--- src/hdl/ppcc_pkg.sv ---
// ----------------------------------------------------------------------------
// ppcc_pkg
// shared types, constants and the controller/datapath interface structs of
// the pairwise proximity collision check
// ----------------------------------------------------------------------------
`default_nettype none

package ppcc_pkg;

	// sizes
	localparam int MAX_OBJECTS  = 8;
	localparam int OBJ_BITS     = $clog2(MAX_OBJECTS);
	localparam int COUNT_BITS   = 4;
	localparam int COORD_BITS   = 16;
	localparam int LIMIT_BITS   = 16;
	localparam int STEP_BITS    = 16;
	localparam int LOG_CAPACITY = 32;
	localparam int LOG_BITS     = $clog2(LOG_CAPACITY + 1);
	localparam int TOTAL_BITS   = 6;
	localparam int KIND_BITS    = 2;
	localparam int CFG_IDX_BITS = 1;
	localparam int CFG_DATA_BITS = 16;

	typedef logic [OBJ_BITS-1:0]          obj_idx_t;
	typedef logic signed [COORD_BITS-1:0] coord_t;
	typedef logic [KIND_BITS-1:0]         res_kind_t;

	// input word kinds
	localparam logic KIND_LOAD     = 1'b0;
	localparam logic KIND_EVALUATE = 1'b1;

	// result word kinds
	localparam res_kind_t RES_COLLISION = 2'd0;
	localparam res_kind_t RES_DEACT     = 2'd1;
	localparam res_kind_t RES_DONE      = 2'd2;

	// configuration register indexes
	localparam logic [CFG_IDX_BITS-1:0] REG_OBJECT_COUNT    = 1'b0;
	localparam logic [CFG_IDX_BITS-1:0] REG_PROXIMITY_LIMIT = 1'b1;

	localparam obj_idx_t OBJ_LAST = obj_idx_t'(MAX_OBJECTS - 1);

	// controller to datapath
	typedef struct packed {
		logic     load_wr;     // write loaded position
		logic     eval_start;  // capture step, clear marks
		logic     pair_rd;     // read positions of pair a/b
		logic     emit_hit;    // emit collision record for pair a/b
		logic     emit_deact;  // emit deactivation of object a
		logic     emit_done;   // emit step finished word
		obj_idx_t idx_a;
		obj_idx_t idx_b;
	} ppcc_cmd_t;

	// datapath to controller
	typedef struct packed {
		logic pair_hit;   // pair takes part and is within the limit
		logic deact_hit;  // object a is marked and active
		logic out_free;   // output register can take a word this cycle
	} ppcc_stat_t;

endpackage

`default_nettype wire

--- src/hdl/pairwise_proximity_collision_check.sv ---
// ----------------------------------------------------------------------------
// pairwise_proximity_collision_check
// all-pairs per-axis proximity check over up to eight stored 3-d positions
// ----------------------------------------------------------------------------
// A load word (kind 0) stores one object's position; while the block is idle,
// loads stream back to back. An evaluate word (kind 1) walks every pair i<j of
// the eight object slots, each with a registered read of both positions from
// the position memory and then the three absolute-difference compares, then
// sweeps the eight objects one per cycle for deactivation, save where the
// output side stalls a result, and closes with a step finished word.
// Pairs outside object_count or with an inactive object are walked but give
// nothing. A pair collides when every axis differs by at most
// proximity_limit; each collision gives a record word, and every marked object
// that is still active gives one deactivation word. The word with last set
// ends the step. Configuration writes (index 0 object_count, index 1
// proximity_limit) take effect at once and are meant for idle periods only.
// Results sit in an output register, so a new load can be taken while the
// last result still waits on out_ready. Evaluating a slot that was never
// loaded returns unspecified coordinates.
// ----------------------------------------------------------------------------
`default_nettype none

module pairwise_proximity_collision_check (
	input  wire logic                                   clk,
	input  wire logic                                   arst_n,
	// configuration write port
	input  wire logic                                   cfg_we,
	input  wire logic [ppcc_pkg::CFG_IDX_BITS-1:0]      cfg_index,
	input  wire logic [ppcc_pkg::CFG_DATA_BITS-1:0]     cfg_data,
	// input words
	input  wire logic                                   in_valid,
	output logic                                        in_ready,
	input  wire logic                                   kind,
	input  wire logic [ppcc_pkg::OBJ_BITS-1:0]          object_index,
	input  wire logic signed [ppcc_pkg::COORD_BITS-1:0] pos_x,
	input  wire logic signed [ppcc_pkg::COORD_BITS-1:0] pos_y,
	input  wire logic signed [ppcc_pkg::COORD_BITS-1:0] pos_z,
	input  wire logic [ppcc_pkg::STEP_BITS-1:0]         step_number,
	// result words
	output logic                                        out_valid,
	input  wire logic                                   out_ready,
	output logic [ppcc_pkg::KIND_BITS-1:0]              result_kind,
	output logic [ppcc_pkg::OBJ_BITS-1:0]               first_object,
	output logic [ppcc_pkg::OBJ_BITS-1:0]               second_object,
	output logic signed [ppcc_pkg::COORD_BITS-1:0]      hit_x,
	output logic signed [ppcc_pkg::COORD_BITS-1:0]      hit_y,
	output logic signed [ppcc_pkg::COORD_BITS-1:0]      hit_z,
	output logic [ppcc_pkg::STEP_BITS-1:0]              hit_step,
	output logic                                        logged,
	output logic                                        failed,
	output logic [ppcc_pkg::TOTAL_BITS-1:0]             collision_total,
	output logic                                        last
);
	import ppcc_pkg::*;

	ppcc_cmd_t  cmd;
	ppcc_stat_t stat;

	// sequencer: owns the pair and sweep indexes
	ppcc_ctrl u_ctrl (
		.clk      (clk),
		.arst_n   (arst_n),
		.in_valid (in_valid),
		.in_ready (in_ready),
		.kind     (kind),
		.stat     (stat),
		.cmd      (cmd)
	);

	// storage, compares and the result register
	ppcc_dp u_dp (
		.clk             (clk),
		.arst_n          (arst_n),
		.cmd             (cmd),
		.stat            (stat),
		.cfg_we          (cfg_we),
		.cfg_index       (cfg_index),
		.cfg_data        (cfg_data),
		.object_index    (object_index),
		.pos_x           (pos_x),
		.pos_y           (pos_y),
		.pos_z           (pos_z),
		.step_number     (step_number),
		.out_valid       (out_valid),
		.out_ready       (out_ready),
		.result_kind     (result_kind),
		.first_object    (first_object),
		.second_object   (second_object),
		.hit_x           (hit_x),
		.hit_y           (hit_y),
		.hit_z           (hit_z),
		.hit_step        (hit_step),
		.logged          (logged),
		.failed          (failed),
		.collision_total (collision_total),
		.last            (last)
	);

endmodule

`default_nettype wire

--- src/hdl/ppcc_ctrl.sv ---
// ----------------------------------------------------------------------------
// ppcc_ctrl
// sequencer: input acceptance, pair walk, deactivation sweep, step close
// ----------------------------------------------------------------------------
`default_nettype none

module ppcc_ctrl (
	input  wire logic                clk,
	input  wire logic                arst_n,
	input  wire logic                in_valid,
	output logic                     in_ready,
	input  wire logic                kind,
	input  wire ppcc_pkg::ppcc_stat_t stat,
	output ppcc_pkg::ppcc_cmd_t      cmd
);
	import ppcc_pkg::*;

	localparam logic [2:0] ST_IDLE  = 3'd0;
	localparam logic [2:0] ST_READ  = 3'd1;
	localparam logic [2:0] ST_CMP   = 3'd2;
	localparam logic [2:0] ST_DEACT = 3'd3;
	localparam logic [2:0] ST_DONE  = 3'd4;

	logic [2:0] state_q, state_d;
	obj_idx_t   idx_a_q, idx_a_d;
	obj_idx_t   idx_b_q, idx_b_d;

	assign in_ready = (state_q == ST_IDLE);

	always_comb begin
		cmd       = '0;
		cmd.idx_a = idx_a_q;
		cmd.idx_b = idx_b_q;
		state_d   = state_q;
		idx_a_d   = idx_a_q;
		idx_b_d   = idx_b_q;
		unique case (state_q)
			ST_IDLE: begin
				if (in_valid) begin
					if (kind == KIND_LOAD) begin
						cmd.load_wr = 1'b1;
					end else begin
						cmd.eval_start = 1'b1;
						idx_a_d        = obj_idx_t'(0);
						idx_b_d        = obj_idx_t'(1);
						state_d        = ST_READ;
					end
				end
			end
			ST_READ: begin
				cmd.pair_rd = 1'b1;
				state_d     = ST_CMP;
			end
			ST_CMP: begin
				if (!stat.pair_hit || stat.out_free) begin
					cmd.emit_hit = stat.pair_hit;
					if (idx_b_q == OBJ_LAST) begin
						if (idx_a_q == OBJ_LAST - obj_idx_t'(1)) begin
							idx_a_d = obj_idx_t'(0);
							state_d = ST_DEACT;
						end else begin
							idx_a_d = idx_a_q + obj_idx_t'(1);
							idx_b_d = idx_a_q + obj_idx_t'(2);
							state_d = ST_READ;
						end
					end else begin
						idx_b_d = idx_b_q + obj_idx_t'(1);
						state_d = ST_READ;
					end
				end
			end
			ST_DEACT: begin
				if (!stat.deact_hit || stat.out_free) begin
					cmd.emit_deact = stat.deact_hit;
					if (idx_a_q == OBJ_LAST) begin
						state_d = ST_DONE;
					end else begin
						idx_a_d = idx_a_q + obj_idx_t'(1);
					end
				end
			end
			ST_DONE: begin
				if (stat.out_free) begin
					cmd.emit_done = 1'b1;
					state_d       = ST_IDLE;
				end
			end
			default: begin
				state_d = ST_IDLE;
			end
		endcase
	end

	always_ff @(posedge clk or negedge arst_n) begin
		if (!arst_n) begin
			state_q <= ST_IDLE;
			idx_a_q <= '0;
			idx_b_q <= '0;
		end else begin
			state_q <= state_d;
			idx_a_q <= idx_a_d;
			idx_b_q <= idx_b_d;
		end
	end

endmodule

`default_nettype wire

--- src/hdl/ppcc_dp.sv ---
// ----------------------------------------------------------------------------
// ppcc_dp
// datapath: position memory, config, flags, pair compare, output register
// ----------------------------------------------------------------------------
`default_nettype none

module ppcc_dp (
	input  wire logic                                  clk,
	input  wire logic                                  arst_n,
	input  wire ppcc_pkg::ppcc_cmd_t                   cmd,
	output ppcc_pkg::ppcc_stat_t                       stat,
	input  wire logic                                  cfg_we,
	input  wire logic [ppcc_pkg::CFG_IDX_BITS-1:0]     cfg_index,
	input  wire logic [ppcc_pkg::CFG_DATA_BITS-1:0]    cfg_data,
	input  wire logic [ppcc_pkg::OBJ_BITS-1:0]         object_index,
	input  wire logic signed [ppcc_pkg::COORD_BITS-1:0] pos_x,
	input  wire logic signed [ppcc_pkg::COORD_BITS-1:0] pos_y,
	input  wire logic signed [ppcc_pkg::COORD_BITS-1:0] pos_z,
	input  wire logic [ppcc_pkg::STEP_BITS-1:0]        step_number,
	output logic                                       out_valid,
	input  wire logic                                  out_ready,
	output logic [ppcc_pkg::KIND_BITS-1:0]             result_kind,
	output logic [ppcc_pkg::OBJ_BITS-1:0]              first_object,
	output logic [ppcc_pkg::OBJ_BITS-1:0]              second_object,
	output logic signed [ppcc_pkg::COORD_BITS-1:0]     hit_x,
	output logic signed [ppcc_pkg::COORD_BITS-1:0]     hit_y,
	output logic signed [ppcc_pkg::COORD_BITS-1:0]     hit_z,
	output logic [ppcc_pkg::STEP_BITS-1:0]             hit_step,
	output logic                                       logged,
	output logic                                       failed,
	output logic [ppcc_pkg::TOTAL_BITS-1:0]            collision_total,
	output logic                                       last
);
	import ppcc_pkg::*;

	localparam int POS_BITS = 3 * COORD_BITS;

	// magnitude of a - b, one bit wider than a coordinate
	function automatic logic [COORD_BITS:0] abs_diff(input coord_t a, input coord_t b);
		logic signed [COORD_BITS:0] d;
		d = $signed({a[COORD_BITS-1], a}) - $signed({b[COORD_BITS-1], b});
		abs_diff = d[COORD_BITS] ? (COORD_BITS+1)'(-d) : (COORD_BITS+1)'(d);
	endfunction

	// config registers
	logic [COUNT_BITS-1:0] obj_count_q;
	logic [LIMIT_BITS-1:0] limit_q;

	// state
	logic [MAX_OBJECTS-1:0] active_q;
	logic [MAX_OBJECTS-1:0] mark_q;
	logic [LOG_BITS-1:0]    log_cnt_q;
	logic                   fail_q;
	logic [STEP_BITS-1:0]   step_q;

	// position memory, x/y/z packed per object, registered two-port read
	logic [POS_BITS-1:0] pos_mem [MAX_OBJECTS];
	logic [POS_BITS-1:0] rd_a_q, rd_b_q;

	always_ff @(posedge clk) begin
		if (cmd.load_wr) begin
			pos_mem[object_index] <= {pos_x, pos_y, pos_z};
		end
		if (cmd.pair_rd) begin
			rd_a_q <= pos_mem[cmd.idx_a];
			rd_b_q <= pos_mem[cmd.idx_b];
		end
	end

	coord_t ax, ay, az, bx, by, bz;
	assign {ax, ay, az} = rd_a_q;
	assign {bx, by, bz} = rd_b_q;

	logic [COORD_BITS:0] lim_ext;
	logic                near, takes_part;
	logic                log_room;
	logic [LOG_BITS-1:0] log_cnt_next;
	logic                out_valid_q;

	assign lim_ext = (COORD_BITS+1)'(limit_q);
	assign near    = (abs_diff(ax, bx) <= lim_ext) && (abs_diff(ay, by) <= lim_ext)
		&& (abs_diff(az, bz) <= lim_ext);
	// counts above the object limit compare as "all objects"
	assign takes_part = ({1'b0, cmd.idx_a} < obj_count_q) && ({1'b0, cmd.idx_b} < obj_count_q)
		&& active_q[cmd.idx_a] && active_q[cmd.idx_b];

	assign log_room     = (log_cnt_q < LOG_BITS'(LOG_CAPACITY));
	assign log_cnt_next = log_room ? log_cnt_q + LOG_BITS'(1) : log_cnt_q;

	assign stat.pair_hit  = takes_part && near;
	assign stat.deact_hit = mark_q[cmd.idx_a] && active_q[cmd.idx_a];
	assign stat.out_free  = !out_valid_q || out_ready;

	// config write port
	always_ff @(posedge clk or negedge arst_n) begin
		if (!arst_n) begin
			obj_count_q <= COUNT_BITS'(MAX_OBJECTS);
			limit_q     <= LIMIT_BITS'(1);
		end else if (cfg_we) begin
			unique case (cfg_index)
				REG_OBJECT_COUNT:    obj_count_q <= cfg_data[COUNT_BITS-1:0];
				REG_PROXIMITY_LIMIT: limit_q     <= cfg_data[LIMIT_BITS-1:0];
				default: ;
			endcase
		end
	end

	// flags, marks, counters
	always_ff @(posedge clk or negedge arst_n) begin
		if (!arst_n) begin
			active_q  <= '1;
			mark_q    <= '0;
			log_cnt_q <= '0;
			fail_q    <= 1'b0;
		end else begin
			if (cmd.eval_start) begin
				mark_q <= '0;
			end
			if (cmd.emit_hit) begin
				mark_q[cmd.idx_a] <= 1'b1;
				mark_q[cmd.idx_b] <= 1'b1;
				log_cnt_q         <= log_cnt_next;
				fail_q            <= 1'b1;
			end
			if (cmd.emit_deact) begin
				active_q[cmd.idx_a] <= 1'b0;
			end
		end
	end

	always_ff @(posedge clk) begin
		if (cmd.eval_start) begin
			step_q <= step_number;
		end
	end

	// output register
	logic                  emit_any;
	logic [KIND_BITS-1:0]  kind_q;
	obj_idx_t              first_q, second_q;
	coord_t                hx_q, hy_q, hz_q;
	logic [STEP_BITS-1:0]  hstep_q;
	logic                  logged_q, failed_q, last_q;
	logic [LOG_BITS-1:0]   total_q;

	assign emit_any = cmd.emit_hit || cmd.emit_deact || cmd.emit_done;

	always_ff @(posedge clk or negedge arst_n) begin
		if (!arst_n) begin
			out_valid_q <= 1'b0;
		end else if (emit_any) begin
			out_valid_q <= 1'b1;
		end else if (out_ready) begin
			out_valid_q <= 1'b0;
		end
	end

	// step is held with the word so a new evaluate cannot change a waiting word
	always_ff @(posedge clk) begin
		if (emit_any) begin
			first_q  <= '0;
			second_q <= '0;
			hx_q     <= '0;
			hy_q     <= '0;
			hz_q     <= '0;
			hstep_q  <= step_q;
			logged_q <= 1'b0;
			last_q   <= 1'b0;
			failed_q <= fail_q;
			total_q  <= log_cnt_q;
			priority if (cmd.emit_hit) begin
				kind_q   <= RES_COLLISION;
				first_q  <= cmd.idx_a;
				second_q <= cmd.idx_b;
				hx_q     <= ax;
				hy_q     <= ay;
				hz_q     <= az;
				logged_q <= log_room;
				failed_q <= 1'b1;
				total_q  <= log_cnt_next;
			end else if (cmd.emit_deact) begin
				kind_q  <= RES_DEACT;
				first_q <= cmd.idx_a;
			end else begin
				kind_q <= RES_DONE;
				last_q <= 1'b1;
			end
		end
	end

	assign out_valid       = out_valid_q;
	assign result_kind     = kind_q;
	assign first_object    = first_q;
	assign second_object   = second_q;
	assign hit_x           = hx_q;
	assign hit_y           = hy_q;
	assign hit_z           = hz_q;
	assign hit_step        = hstep_q;
	assign logged          = logged_q;
	assign failed          = failed_q;
	assign collision_total = TOTAL_BITS'(total_q);
	assign last            = last_q;

endmodule

`default_nettype wire

--- config.mk ---
export PLATFORM = sky130hd
export DESIGN_NAME = pairwise_proximity_collision_check
export DESIGN_NICKNAME = d
export VERILOG_FILES = /design/src/hdl/ppcc_pkg.sv /design/src/hdl/pairwise_proximity_collision_check.sv /design/src/hdl/ppcc_ctrl.sv /design/src/hdl/ppcc_dp.sv
export SDC_FILE = /design/constraint.sdc
export NUM_CORES = 1
export LEC_CHECK = 0
export ABC_AREA = 1
export BUFFER_PORTS_ARGS = -buffer_cell sky130_fd_sc_hd__buf_2
export CAP_MARGIN = 15
export CELL_PAD_IN_SITES_DETAIL_PLACEMENT = 1
export CELL_PAD_IN_SITES_GLOBAL_PLACEMENT = 1
export CORE_MARGIN = 4
export CORE_UTILIZATION = 42
export CTS_BUF_LIST = sky130_fd_sc_hd__clkbuf_8
export DETAILED_ROUTE_END_ITERATION = 10
export PLACE_DENSITY_LB_ADDON = 0.15
export SYNTH_ARGS = -nofsm -noshare
export SYNTH_HDL_FRONTEND = slang
export SYNTH_SLANG_ARGS = --single-unit
export TNS_END_PERCENT = 50
--- constraint.sdc ---
create_clock -name clk -period 7.1 [get_ports clk]
set_clock_uncertainty 0.2 [all_clocks]
set_input_delay 0.355 -clock clk [delete_from_list [all_inputs] [get_ports clk]]
set_output_delay 0.355 -clock clk [all_outputs]
set_load 0.01 [all_outputs]
# == Word level (Yosys, flattened, before mapping) ==
# Memories as Yosys holds them, arrays and structs flattened. A register that Yosys moved wholly into a read port is not among the register bits.
# Cells that the tools add are included.
# classes
n_addsub,10
magnitude_cmp,10
n_eq_ne,16
mux,58
n_bitwise,5
reduce_logical,26
# op_table
op,count
$mux 3,18
$le 17x16->1,3
$mux 17,3
$neg 17->17,3
$sub 16x16->17,3
$mux 1,20
$mux 8,2
$or 8x8->8,2
$pmux 3 s5,1
$eq 3x3->1 const B,4
$mux 6,2
$ne 2x1->1 const B,6
$mux 2,5
$bmux 1 s3,3
$logic_and 1x1->1,9
$pmux 3 s3,1
$and 8x8->8,1
$lt 3x4->1,2
$lt 3x4->1 const B,2
$not 8->8,1
$reduce_and 7->1,1
$add 3x1->3 const B,2
$add 6x1->6 const B,1
$demux 1 s3,2
17 further kinds,28
# totals
ff_bits,150
ram_bits,384
in_bits,90
output_inout_bits,83
word_cells,148
mem_count,1
# memory_table
memory,words,width,read_ports,rd_ports_with_merged_regs,write_ports,line_no,text
u_dp.pos_mem,8,48,2,2,1,ppcc_dp.sv:57,logic [POS_BITS-1:0] pos_mem [MAX_OBJECTS];

# == Depth between registers and ports, before layout ==
# Gate-level depths: netlist of the first run.
# depth
depth_word,14
depth_mapped,38
ltp_nobuf,37

# == Hierarchy ==
# Synthesis of the first run repeated with hierarchy kept, for this count alone.
# unflattened
hier_cells,2980
hier_area_um2,30808.3
# modules_own_cells
mod,instances,cells_per_inst,area_per_inst_um2,seq_area_each_um2
ppcc_dp,1,2861,30017.5,18410.2
ppcc_ctrl,1,119,790.8,225.2

# == Worst setup path after synthesis of the first run ==
# Ideal clock, no wire load.
# synth_path
path_type,reg2reg
from,reg u_dp.rd_b_q[32] (read register of u_dp.pos_mem)
to,"reg u_dp.total_q[0] (netlist: u_dp.collision_total[0]), enable pin"
setup_ps,1004
arrival_ps,5439
required_time_ps,5896
slack_ps,457
stages_incl_launch_ff,33
n_path_buf,2
synth_period_minus_slack_ps,6643
cell_sequence,edfxtp_1 ha_1 fa_1 inv_1 nand3_1 nand2_2 nand2_2 nand3_2 nand3_1 nand3_1 nand2_2 inv_2 clkbuf_1 nand2_1 xor2_1 inv_1 ha_1 nand2_1 nor2_1 nand3_1 nand4_1 nand2_1 nand2_1 nand2_1 nand2_1 nand2_1 nand2_1 nand2_1 nand2_1 nor2_4 nand4_4 buf_2 o211ai_1
# synth_via
elab_chain_cells,13
# synth_lines
element,line_no,text
"start, declared",ppcc_dp.sv:58,"logic [POS_BITS-1:0] rd_a_q, rd_b_q;"
$sub 16x16->17 *,ppcc_dp.sv:41,"d = $signed({a[COORD_BITS-1], a}) - $signed({b[COORD_BITS-1], b});"
$neg 17->17,ppcc_dp.sv:42,abs_diff = d[COORD_BITS] ? (COORD_BITS+1)'(-d) : (COORD_BITS+1)'(d);
$mux 17 *,ppcc_dp.sv:42,
$le 17x16->1 *,ppcc_dp.sv:81,"assign near = (abs_diff(ax, bx) <= lim_ext) && (abs_diff(ay, by) <= lim_ext)"
$logic_and 1x1->1 *,ppcc_dp.sv:81,
$logic_and 1x1->1 *,ppcc_dp.sv:82,"&& (abs_diff(az, bz) <= lim_ext);"
$logic_and 1x1->1 *,ppcc_dp.sv:90,assign stat.pair_hit = takes_part && near;
$logic_not 1->1,ppcc_ctrl.sv:55,if (!stat.pair_hit || stat.out_free) begin
$logic_or 1x1->1,ppcc_ctrl.sv:55,
$mux 1 *,ppcc_ctrl.sv:55,
$mux 1 *,ppcc_ctrl.sv:37,unique case (state_q)
$logic_or 1x1->1 * (2 in series),ppcc_dp.sv:146,assign emit_any = cmd.emit_hit || cmd.emit_deact || cmd.emit_done;
net u_dp.emit_any,ppcc_dp.sv:138,logic emit_any;
"end signal, assigned",ppcc_dp.sv:170,total_q <= log_cnt_q;
"end signal, assigned",ppcc_dp.sv:180,total_q <= log_cnt_next;
"end, declared",ppcc_dp.sv:144,logic [LOG_BITS-1:0] total_q;
# The timed path passes the listed nets; every way through them passes the cells marked *.
# A chain may end at the register's enable or synchronous reset.

# == Worst setup path in the final report of the first run ==
# layout_path
from,reg u_dp.rd_a_q[0] (read register of u_dp.pos_mem)
to,reg u_dp.total_q[5] (netlist: u_dp.collision_total[5]) (data pin)
# layout_via
elab_chain_cells,11
# layout_lines
element,line_no,text
"start, declared",ppcc_dp.sv:58,
$sub 16x16->17 *,ppcc_dp.sv:41,
$neg 17->17,ppcc_dp.sv:42,
$mux 17 *,ppcc_dp.sv:42,
$le 17x16->1 *,ppcc_dp.sv:82,
$logic_and 1x1->1 *,ppcc_dp.sv:82,
$logic_and 1x1->1 *,ppcc_dp.sv:90,
$logic_not 1->1,ppcc_ctrl.sv:55,
$logic_or 1x1->1,ppcc_ctrl.sv:55,
$mux 1 *,ppcc_ctrl.sv:55,
$mux 1 *,ppcc_ctrl.sv:37,
$mux 6 *,ppcc_dp.sv:171,priority if (cmd.emit_hit) begin
# Every way passes the cells marked *; elsewhere a longest branch is shown, timed or not.

==> flow_metrics.tcl, run 1 <==
set metrics [dict create \
    run_status "completed" \
    peakVddDrop_mv 0.279 \
    post_cts.resized_instances 0 \
    postSynthRegisterBits 629 \
    io-pin-count 173 \
    grt_remaining_overflow 0 \
    power.switching_mw 8.15 \
    drt-initial-drc-count 1897 \
    final_hold_viol_count 0 \
    placeable_core_area_sq_um 74400 \
    routed_wire_length_per_instance_um 23.0 \
    worst_ep_arrival_ns 5.64 \
    setup_viol 0 \
    maximum_number_of_pins_on_one_net_before_global_route_repair 97 \
    first_global_vias 26200 \
    mappedNetlistArea_sq_um 31600 \
    worstSetupStartpointType "flop" \
    combinationalPowerShare_pct 52.0 \
    mostFrequentLayoutCell "sky130_fd_sc_hd__edfxtp_1" \
    route.antenna.remaining_nets 0 \
    floorplan.rows 100 \
    grt_antenna_before_repair 9 \
    critical_path_required_ns 7.31 \
    via_per_inst 5.59 \
    synth.distinct_cells 53 \
    global_route_wire_length_before_repair_mm 155 \
    htree_num_levels 3 \
    critical_path.max_stage_delay_ns 0.82 \
    setup.worst_path.class "flop to flop" \
    post-route-drc-count 0 \
    seqPwrFrac_pct 29.1 \
    min_period_ns 5.43 \
    critical_path.most_common_cell "sky130_fd_sc_hd__nand2_1" \
    port-buffer-count 172 \
    cellInternalPower_mw 9.60 \
    postSynthNetCount 3325 \
    fin_nets 3598 \
    leakagePower_nw 14.9 \
    synth_flop_cell "sky130_fd_sc_hd__edfxtp_1" \
    placed_cells_incl_taps 4166 \
    mostFrequentLayoutCells "sky130_fd_sc_hd__edfxtp_1, sky130_fd_sc_hd__nand2_1, sky130_fd_sc_hd__inv_1, sky130_fd_sc_hd__nor2_1, sky130_fd_sc_hd__o21ai_0" \
    worstPathMaxFanout 67 \
    tritoncts "yes" \
    clk_pin_slew_ns 0.07 \
    p_per_area_nw_per_um2 486 \
    postCtsSetupBuffers 0 \
    num_vias 24900 \
    routed_wirelength_mm 103 \
    yosys_warnings 0 \
    y_dimension_of_the_die_um 282 \
    drive_above_1_share_pct 13.9 \
    power.share.clock_pct 18.9 \
    cts_sinks 629 \
    fp.dieArea_sq_um 79600 \
    fin_cells 4456 \
    drv_slew 0 \
    worst_setup_path_end_kind "flop" \
    gr-usage-all-layers_pct 25.5 \
    gp_routability_congestion 0.829 \
    fin_crit_sh_pct 76.5 \
    p_sw_share_pct 45.9 \
    crit_path_top_delay_cell "sky130_fd_sc_hd__buf_4" \
    syn-mean-instance-area_sq_um 10.1 \
    detailedPlacementHpwl_mm 66.4 \
    clock_root_buffer "sky130_fd_sc_hd__clkbuf_8" \
    area_delta_synth_final_pct 15.8 \
    synth-async-reset-ratio_pct 8.43 \
    maxCapViolCount 0 \
    max-slew-margin-rel_pct 23.9 \
    cts_max_path_buffers 3 \
    hold_class "input port to flop" \
    unrepaired_setup_endpoints_after_global_routing "no" \
    firstDrtPassIters 5 \
    tns_ns 0 \
    cts_made_buffers 106 \
    floorplan.die.width_um 282 \
    register_area_share_after_synthesis_pct 59.0 \
    holdBufCountCts 87 \
    synth_enable_flop_cells 576 \
    highest_achievable_clock_rate_mhz 184 \
    clock_insertion_delay_worst_skew_ns 0.73 \
    least_margin_pin_slew_ns 1.14 \
    floorplan.initialDensity_pct 42.4 \
    postSynthCellCount 3119 \
]
## path summary, 6_finish.rpt
| kind | startpoint | to | slack, ns | depth (start not counted) |
|---|---|---|---|---|
| worst max-delay path | u_dp.rd_a_q[0] | u_dp.collision_total[5] | 1.67 | 28 |
| worst min-delay path | kind | u_ctrl.state_q[1] | 0.1 | 6 |
| worst max register to register | u_dp.rd_a_q[0] | u_dp.collision_total[5] | 1.67 | 28 |
| worst min register to register | u_dp.step_q[13] | u_dp.hit_step[13] | 0.22 | 0 |
| max in group asynchronous | arst_n | u_ctrl.idx_a_q[0] | 5.96 | 3 |
| min in group asynchronous | arst_n | u_dp.obj_count_q[1] | 0.14 | 3 |
## cell type report
cell class	instances	area (sq um)
inverter	422	1590
fill	8260	37900
antenna	5	12.5
clock buffer	108	1490
multi-input combinational	1933	10900
tap	969	1210
sequential	629	18600
timing repair buffer	300	2040
clock inverter	90	718
## Yosys cell counts, types with 35 or more instances
library cell	n	area [sq um]
sky130_fd_sc_hd__a21oi_1	131	656
sky130_fd_sc_hd__a221oi_1	48	420
sky130_fd_sc_hd__a22oi_1	72	541
sky130_fd_sc_hd__a31oi_1	53	332
sky130_fd_sc_hd__clkbuf_1	109	409
sky130_fd_sc_hd__dfrtp_1	43	1080
sky130_fd_sc_hd__edfxtp_1	576	17300
sky130_fd_sc_hd__ha_1	113	1410
sky130_fd_sc_hd__inv_1	408	1530
sky130_fd_sc_hd__nand2_1	538	2020
sky130_fd_sc_hd__nand3_1	100	500
sky130_fd_sc_hd__nand4_1	42	263
sky130_fd_sc_hd__nor2_1	295	1110
sky130_fd_sc_hd__o211ai_1	35	263
sky130_fd_sc_hd__o21ai_0	248	1240
sky130_fd_sc_hd__o22ai_1	56	350
## per-layer routing
layer	wire, um	part of all wire [%]	track usage (%)	vias up
met5	34	0.033	0	-
li1	-	-	-	11400
met2	47500	46	41.1	894
met4	3370	3.3	9.48	6
met1	44600	43	35.1	12300
met3	7120	6.9	3.85	244
## critical path, delay by kind of cell, from the launching register on
kind | cells | cell delay (ns)
buffers and inverters | 5 | 1.23
xor gates and xnor gates | 1 | 0.16
AOI/OAI and AO/OA | 3 | 0.59
adders and majority gates | 3 | 0.90
DFF | 1 | 0.35
and+or+nand+nor | 16 | 1.61
## cell families after synthesis
group / synth area share, %
AOI/OAI and AO/OA: 13.1
xor gates and xnor gates: 1.38
adders and majority gates: 4.67
buffers and inverters: 6.83
DFF: 59.0
and+or+nand+nor: 15.0
## per-stage QoR
| stage | utilization [%] | power, mW | instance area (sq um) | setup slack [ns] | hold WS [ns] |
|---|---|---|---|---|---|
| 2_1_floorplan | - | 11.5 | 31600 | 0.457 | -0.141 |
| 5_1_grt | 49.1 | 19.3 | 36600 | 1.13 | 0.109 |
| 4_1_cts | 49.1 | 17.8 | 36600 | 1.62 | 0.0250 |
| 6_report | 49.1 | 17.8 | 36600 | 1.67 | 0.0977 |
| 3_5_place_dp | 45.0 | 14.4 | 33500 | 1.65 | 0.206 |
| 3_3_place_gp | 45.0 | 14.0 | 33500 | 1.71 | 0.200 |
## power by group through the flow
stage	sequential, mW	combinational, mW	clock [mW]
4_1_cts	5.15	9.24	3.44
3_5_place_dp	5.22	9.13	0
3_3_place_gp	5.20	8.76	0
6_report	5.16	9.23	3.36
2_1_floorplan	5.05	6.46	0
5_1_grt	5.19	10.5	3.63
## registers in the layout (all words and copies together) (netlist names), 4 cells and up
signal,flops
u_dp.hit_z,16
u_dp.hit_x,16
u_dp.mark_q,8
u_dp.hit_step,16
u_dp.obj_count_q,4
u_dp.rd_a_q,48
u_dp.log_cnt_q,6
u_dp.collision_total,6
u_dp.step_q,16
u_dp.rd_b_q,48
u_dp.limit_q,16
u_dp.hit_y,16
u_dp.pos_mem,384
u_dp.active_q,8
Power figures use the tool's default switching activity.
==> run 2: changes to the inputs <==
==> constraint.sdc (replaced) <==
create_clock -name clk -period 5.2 [get_ports clk]
set_clock_uncertainty 0.2 [all_clocks]
set_input_delay 0.26 -clock clk [delete_from_list [all_inputs] [get_ports clk]]
set_output_delay 0.26 -clock clk [all_outputs]
set_load 0.01 [all_outputs]
==> run 2 against run 1 <==
Against the previous run: non-clock buffer count up 20; fmax is 11% higher; critical path type unchanged; worst setup slack lost 1.4 ns; cell area increased by 1.5%; hold slack got worse by 0.030 ns; via count up 1.1%; utilization up 0.74 points; routed wire length rose by 1.6%; clock power rose by 37%; clock-buffer cell count increased by 1; global-route usage hardly changed; sequential power rose by 35%.
==> flow_metrics.tcl, run 2 (synthesis gave the netlist of run 1 again) <==
set metrics [dict create \
    maxCapViolCount 0 \
    drive_above_1_share_pct 14.6 \
    detailedPlacementHpwl_mm 66.1 \
    clock_root_buffer "sky130_fd_sc_hd__clkbuf_8" \
    gp_routability_congestion 0.875 \
    placeable_core_area_sq_um 74400 \
    regMostFlops "u_dp.pos_mem" \
    worstSetupStartpointType "flop" \
    floorplan.die.width_um 282 \
    global_route_wire_length_before_repair_mm 155 \
    pre_cts_ws_ns 0.168 \
    tritoncts "yes" \
    grt_remaining_overflow 0 \
    drv_slew 0 \
    final_hold_viol_count 0 \
    peakVddDrop_mv 0.434 \
    cts_made_buffers 105 \
    routed_wire_length_per_instance_um 23.3 \
    post-layout-total-power_mw 24.6 \
    mostFrequentLayoutCells "sky130_fd_sc_hd__edfxtp_1, sky130_fd_sc_hd__nand2_1, sky130_fd_sc_hd__inv_1, sky130_fd_sc_hd__nor2_1, sky130_fd_sc_hd__o21ai_0" \
    crit_path_top_delay_cell "sky130_fd_sc_hd__fa_2" \
    min_period_ns 4.90 \
    grt.met1_usage_pct 34.4 \
    mostFrequentLayoutCell "sky130_fd_sc_hd__edfxtp_1" \
    highest_achievable_clock_rate_mhz 204 \
    floorplan.rows 100 \
    largestRegisters "u_dp.pos_mem: 384 flops, u_dp.rd_a_q: 48 flops, u_dp.rd_b_q: 48 flops" \
    worst-path-buf-inv 5 \
    use_met2_pct 41.7 \
    leakagePower_nw 15.0 \
    fin_crit_sh_pct 94.1 \
    htree_num_levels 3 \
    maximum_number_of_pins_on_one_net_before_global_route_repair 177 \
    clk_pin_slew_ns 0.06 \
    sequential_cell_area_sq_um 18600 \
    via_per_inst 5.63 \
    hold_class "input port to flop" \
    run_status "completed" \
    grt.busiest_layer "met2" \
    fin_ws_ns 0.304 \
    critical_path.max_stage_delay_ns 0.55 \
    worst_setup_path_end_kind "flop" \
    worstPathMaxFanout 17 \
    fin_cells 4475 \
    cts_sinks 629 \
    floorplan.initialDensity_pct 42.4 \
    routed_wirelength_mm 104 \
    worst_path_top_cell_family_by_delay "simple AND/OR/NAND/NOR gates" \
    n_fill_cell 8248 \
    multi_input_area_sq_um 11000 \
    area_delta_synth_final_pct 17.6 \
    io-pin-count 173 \
    max-slew-margin-rel_pct 26.9 \
    post-route-drc-count 0 \
    setup.worst_path.class "flop to flop" \
    critical_path.most_common_cell "sky130_fd_sc_hd__nand2_1" \
    grt_antenna_before_repair 9 \
    gr-usage-all-layers_pct 25.5 \
    num_vias 25200 \
    critical_path_required_ns 5.39 \
    route.antenna.remaining_nets 0 \
    placed_cells_incl_taps 4164 \
    p_per_area_nw_per_um2 662 \
    y_dimension_of_the_die_um 282 \
    worst_ep_arrival_ns 5.09 \
    port-buffer-count 172 \
    setup_viol 0 \
    drt-initial-drc-count 1990 \
    first_global_vias 26400 \
    fin_nets 3617 \
    met3_usage_pct 4.78 \
    fp.dieArea_sq_um 79600 \
    clock_insertion_delay_worst_skew_ns 0.74 \
    firstDrtPassIters 8 \
    least_margin_pin_slew_ns 1.10 \
    cts_max_path_buffers 3 \
    largest_reg_flops 384 \
]
-- run 2: changes by cell type in the layout (fill, tap and decap cells not counted), moves of 4 or more --
cell / delta
sky130_fd_sc_hd__buf_12: +13
sky130_fd_sc_hd__buf_4: -7
sky130_fd_sc_hd__dlygate4sd3_1: +7
sky130_fd_sc_hd__inv_2: +5
sky130_fd_sc_hd__nor2_1: -4
sky130_fd_sc_hd__ha_2: +5
sky130_fd_sc_hd__clkinv_2: -15
sky130_fd_sc_hd__ha_1: -6
sky130_fd_sc_hd__clkbuf_16: +4
-- run 2: layer usage --
metal / part of all wire (%) / up-vias
li1: - / 11500
met1: 43 / 12500
met2: 47 / 931
met3: 7.0 / 212
met4: 2.7 / 2
met5: 0.0067 / -
-- run 2: final cells by class --
cell class / instances / area share (%)
antenna: 7 / 0.0472
sequential: 629 / 50.2
clock inverter: 86 / 1.86
multi-input combinational: 1933 / 29.6
timing repair buffer: 320 / 6.70
clock buffer: 109 / 4.04
tap: 969 / 3.27
inverter: 422 / 4.28
-- run 2: worst paths after layout --
kind	from	to	slack (ns)	depth (start not counted)
setup / recovery	u_dp.rd_a_q[16]	u_dp.hit_y[9]	0.30	30
hold / removal	step_number[11]	u_dp.step_q[11]	0.07	2
setup reg to reg	u_dp.rd_a_q[16]	u_dp.hit_y[9]	0.30	30
hold reg to reg	u_dp.step_q[2]	u_dp.hit_step[2]	0.20	0
max in group asynchronous	arst_n	u_ctrl.idx_a_q[1]	3.68	4
min in group asynchronous	arst_n	u_ctrl.idx_a_q[2]	0.58	4
-- run 2: metrics by stage --
| step | hold WS [ns] | utilization [%] | instance area, sq um | setup TNS [ns] |
|---|---|---|---|---|
| final | 0.0678 | 49.9 | 37100 | 0 |
| after global routing | 0.0406 | 49.8 | 37100 | -0.453 |
| after CTS | 0.00552 | 49.4 | 36800 | 0 |
| after detailed placement | 0.208 | 45.2 | 33700 | 0 |
| after global placement | 0.201 | 45.2 | 33700 | 0 |
| after floorplan | -0.236 | - | 31600 | -97.29 |
-- run 2: worst register-to-register path: cells and delay by family, from the launching register on --
kind | cells | cell delay (ns)
AND/OR/NAND/NOR | 17 | 1.55
adder cells (fa/ha/maj) | 4 | 1.21
buffers and inverters | 5 | 0.59
AO/OA/AOI/OAI | 3 | 0.55
flip-flops | 1 | 0.33
XOR/XNOR | 1 | 0.13
-- run 2: repair_timing --
| action | in CTS | in global routing |
|---|---|---|
| setup buffers | 0 | 11 |
| gates resized for setup | 0 | 32 |
| endpoints found under the hold margin | 732 | 0 |
| hold buffers | 94 | 0 |
| endpoints found under the setup margin | 0 | 126 |
-- run 2: where the power goes --
group	leakage (nW)	internal [mW]	switching (mW)	total, mW
clock	1.22	2.47	2.11	4.59
sequential	5.88	6.49	0.496	6.99
combinational	7.95	4.38	8.61	13.0
total	15.0	13.3	11.2	24.6
==> run 3: changes to the inputs <==
--- a/config.mk
+++ b/config.mk
@@ -14,6 +14,7 @@
 export CORE_UTILIZATION = 42
 export CTS_BUF_LIST = sky130_fd_sc_hd__clkbuf_8
 export DETAILED_ROUTE_END_ITERATION = 10
+export MAX_ROUTING_LAYER = met4
 export PLACE_DENSITY_LB_ADDON = 0.15
 export SYNTH_ARGS = -nofsm -noshare
 export SYNTH_HDL_FRONTEND = slang
==> run 3 against run 2 <==
Against the previous run: clock-buffer cell count down 1; clock power shrank 10%; routed wire length hardly changed; utilization down 0.24 points; cell area decreased by 0.49%; combinational power barely moved; hold slack lost 0.018 ns; sequential cell count unchanged; sequential share of layout area grew 0.24 points; non-clock buffer count is 3 higher.
==> flow_metrics.tcl, run 3 (synthesis gave the netlist of run 1 again) <==
set metrics [dict create \
    fp.dieArea_sq_um 79600 \
    drv_slew 0 \
    worst_ep_arrival_ns 5.11 \
    routed_wirelength_mm 104 \
    setup_viol 0 \
    peakVddDrop_mv 0.335 \
    io-pin-count 173 \
    grt_antenna_before_repair 10 \
    maxCapViolCount 0 \
    floorplan.initialDensity_pct 42.4 \
    first_global_vias 26000 \
    mostFrequentLayoutCell "sky130_fd_sc_hd__edfxtp_1" \
    fin_crit_sh_pct 94.2 \
    worst_setup_path_end_kind "flop" \
    crit_path_top_delay_cell "sky130_fd_sc_hd__edfxtp_1" \
    seqPwrFrac_pct 28.7 \
    detailedPlacementHpwl_mm 65.9 \
    grt_remaining_overflow 0 \
    min_period_ns 4.90 \
    clock_insertion_delay_worst_skew_ns 0.71 \
    cts_made_buffers 105 \
    max-slew-margin-rel_pct 26.8 \
    setup.worst_path.class "flop to flop" \
    run_status "completed" \
    tns_ns 0 \
    largest_reg_flops 384 \
    gp_routability_congestion 0.897 \
    combinationalPowerShare_pct 54.4 \
    routed_wire_length_per_instance_um 23.4 \
    route.antenna.remaining_nets 0 \
    fin_nets 3620 \
    r2r_start "u_dp.rd_b_q[1]" \
    worstPathMaxFanout 8 \
    drt-initial-drc-count 2007 \
    firstDrtPassIters 5 \
    global_route_wire_length_before_repair_mm 155 \
    floorplan.rows 100 \
    p_sw_share_pct 46.2 \
    power.share.clock_pct 16.9 \
    clock_root_buffer "sky130_fd_sc_hd__clkbuf_8" \
    tritoncts "yes" \
    gr-usage-all-layers_pct 26.2 \
    port-buffer-count 172 \
    critical_path.most_common_cell "sky130_fd_sc_hd__nand2_1" \
    mostFrequentLayoutCells "sky130_fd_sc_hd__edfxtp_1, sky130_fd_sc_hd__nand2_1, sky130_fd_sc_hd__inv_1, sky130_fd_sc_hd__nor2_1, sky130_fd_sc_hd__o21ai_0" \
    hold_class "input port to async pin" \
    cellInternalPower_mw 13.2 \
    drive_above_1_share_pct 14.7 \
    maximum_number_of_pins_on_one_net_before_global_route_repair 178 \
    post-route-drc-count 0 \
    cts_sinks 629 \
    highest_achievable_clock_rate_mhz 204 \
    regMostFlops "u_dp.pos_mem" \
    critical_path.max_stage_delay_ns 0.51 \
    critical_path_required_ns 5.40 \
    cts_max_path_buffers 3 \
    final_hold_viol_count 0 \
    num_vias 25000 \
    least_margin_pin_slew_ns 1.09 \
    power.switching_mw 11.3 \
    y_dimension_of_the_die_um 282 \
    startpoint "u_dp.rd_b_q[1]" \
    placeable_core_area_sq_um 74400 \
    worstSetupStartpointType "flop" \
    largestRegisters "u_dp.pos_mem: 384 flops, u_dp.rd_a_q: 48 flops, u_dp.rd_b_q: 48 flops" \
    area_delta_synth_final_pct 17.0 \
    placed_area_sq_um 33600 \
    clk_pin_slew_ns 0.06 \
    htree_num_levels 3 \
    finish.instance_area_sq_um 36900 \
    leakagePower_nw 14.9 \
    p_per_area_nw_per_um2 662 \
    floorplan.die.width_um 282 \
    via_per_inst 5.60 \
]
run 3: changes by cell type in the layout (fill, tap and decap cells not counted), moves of 4 or more:
cell,change
sky130_fd_sc_hd__buf_12,-5
sky130_fd_sc_hd__clkinv_2,-4
sky130_fd_sc_hd__bufinv_16,-6
sky130_fd_sc_hd__buf_6,+5
sky130_fd_sc_hd__inv_1,+5
run 3: repair_timing:
item | in CTS | in global routing
setup endpoints to repair | 0 | 127
hold buffers | 93 | 0
buffers inserted | 0 | 10
endpoints found under the hold margin | 551 | 0
gates resized for setup | 0 | 51
run 3: worst max-delay path: cells and delay by family (launching register included):
kind | cells | cell delay (ns)
adder cells (fa/ha/maj) | 3 | 0.88
AND/OR/NAND/NOR | 14 | 1.48
XOR/XNOR | 1 | 0.15
flip-flops | 1 | 0.51
buffers and inverters | 6 | 0.81
AO/OA/AOI/OAI | 4 | 0.52
run 3: worst paths after layout:
kind,slack [ns],endpoint,depth (start not counted)
worst max register to register,0.30,u_dp.hit_x[14],28
worst max-delay path,0.30,u_dp.hit_x[14],28
worst min-delay path,0.05,u_dp.log_cnt_q[4],3
min in group clk,0.07,u_dp.step_q[3],2
max in group asynchronous,4.21,u_ctrl.idx_a_q[0],3
worst min register to register,0.22,u_dp.hit_step[9],0
run 3: per-stage QoR:
| step | utilization [%] | setup WS, ns | hold WS (ns) | total power [mW] | instances |
|---|---|---|---|---|---|
| after CTS | 49.0 | 0.133 | 0.00928 | 23.9 | 4443 |
| after global routing | 49.6 | -0.0403 | 0.0470 | 26.5 | 4467 |
| final | 49.6 | 0.300 | 0.0501 | 24.4 | 4467 |
| after global placement | 45.2 | 0.360 | 0.202 | 19.0 | 4165 |
| after detailed placement | 45.2 | 0.172 | 0.208 | 19.6 | 4165 |
| after floorplan | - | -1.22 | -0.236 | 15.8 | 3119 |
run 3: routing by layer:
layer  global-route usage, %  wire [um]  part of all wire, %
met5                       -          0                    0
met4                    8.40       3120                  3.0
met3                    3.75       6460                  6.2
met2                    42.1      49300                   47
met1                    34.8      45500                   44
run 3: cell type report:
cell class / instances / area [sq um]
fillers: 8246 / 37500
inverters: 422 / 1590
repair buffers: 323 / 2470
clock inverters: 77 / 450
clock buffers: 108 / 1490
well taps: 969 / 1210
diodes: 6 / 15.0
multi-input cells: 1933 / 11100
flip-flops and latches: 629 / 18600
run 3: power by group through the flow:
stage / sequential (mW) / combinational [mW] / clock [mW]
final: 7.01 / 13.3 / 4.13
after global routing: 7.06 / 15.0 / 4.48
after detailed placement: 7.08 / 12.5 / 0
after global placement: 7.06 / 12.0 / 0
after CTS: 7.00 / 12.7 / 4.24
after floorplan: 6.88 / 8.97 / 0
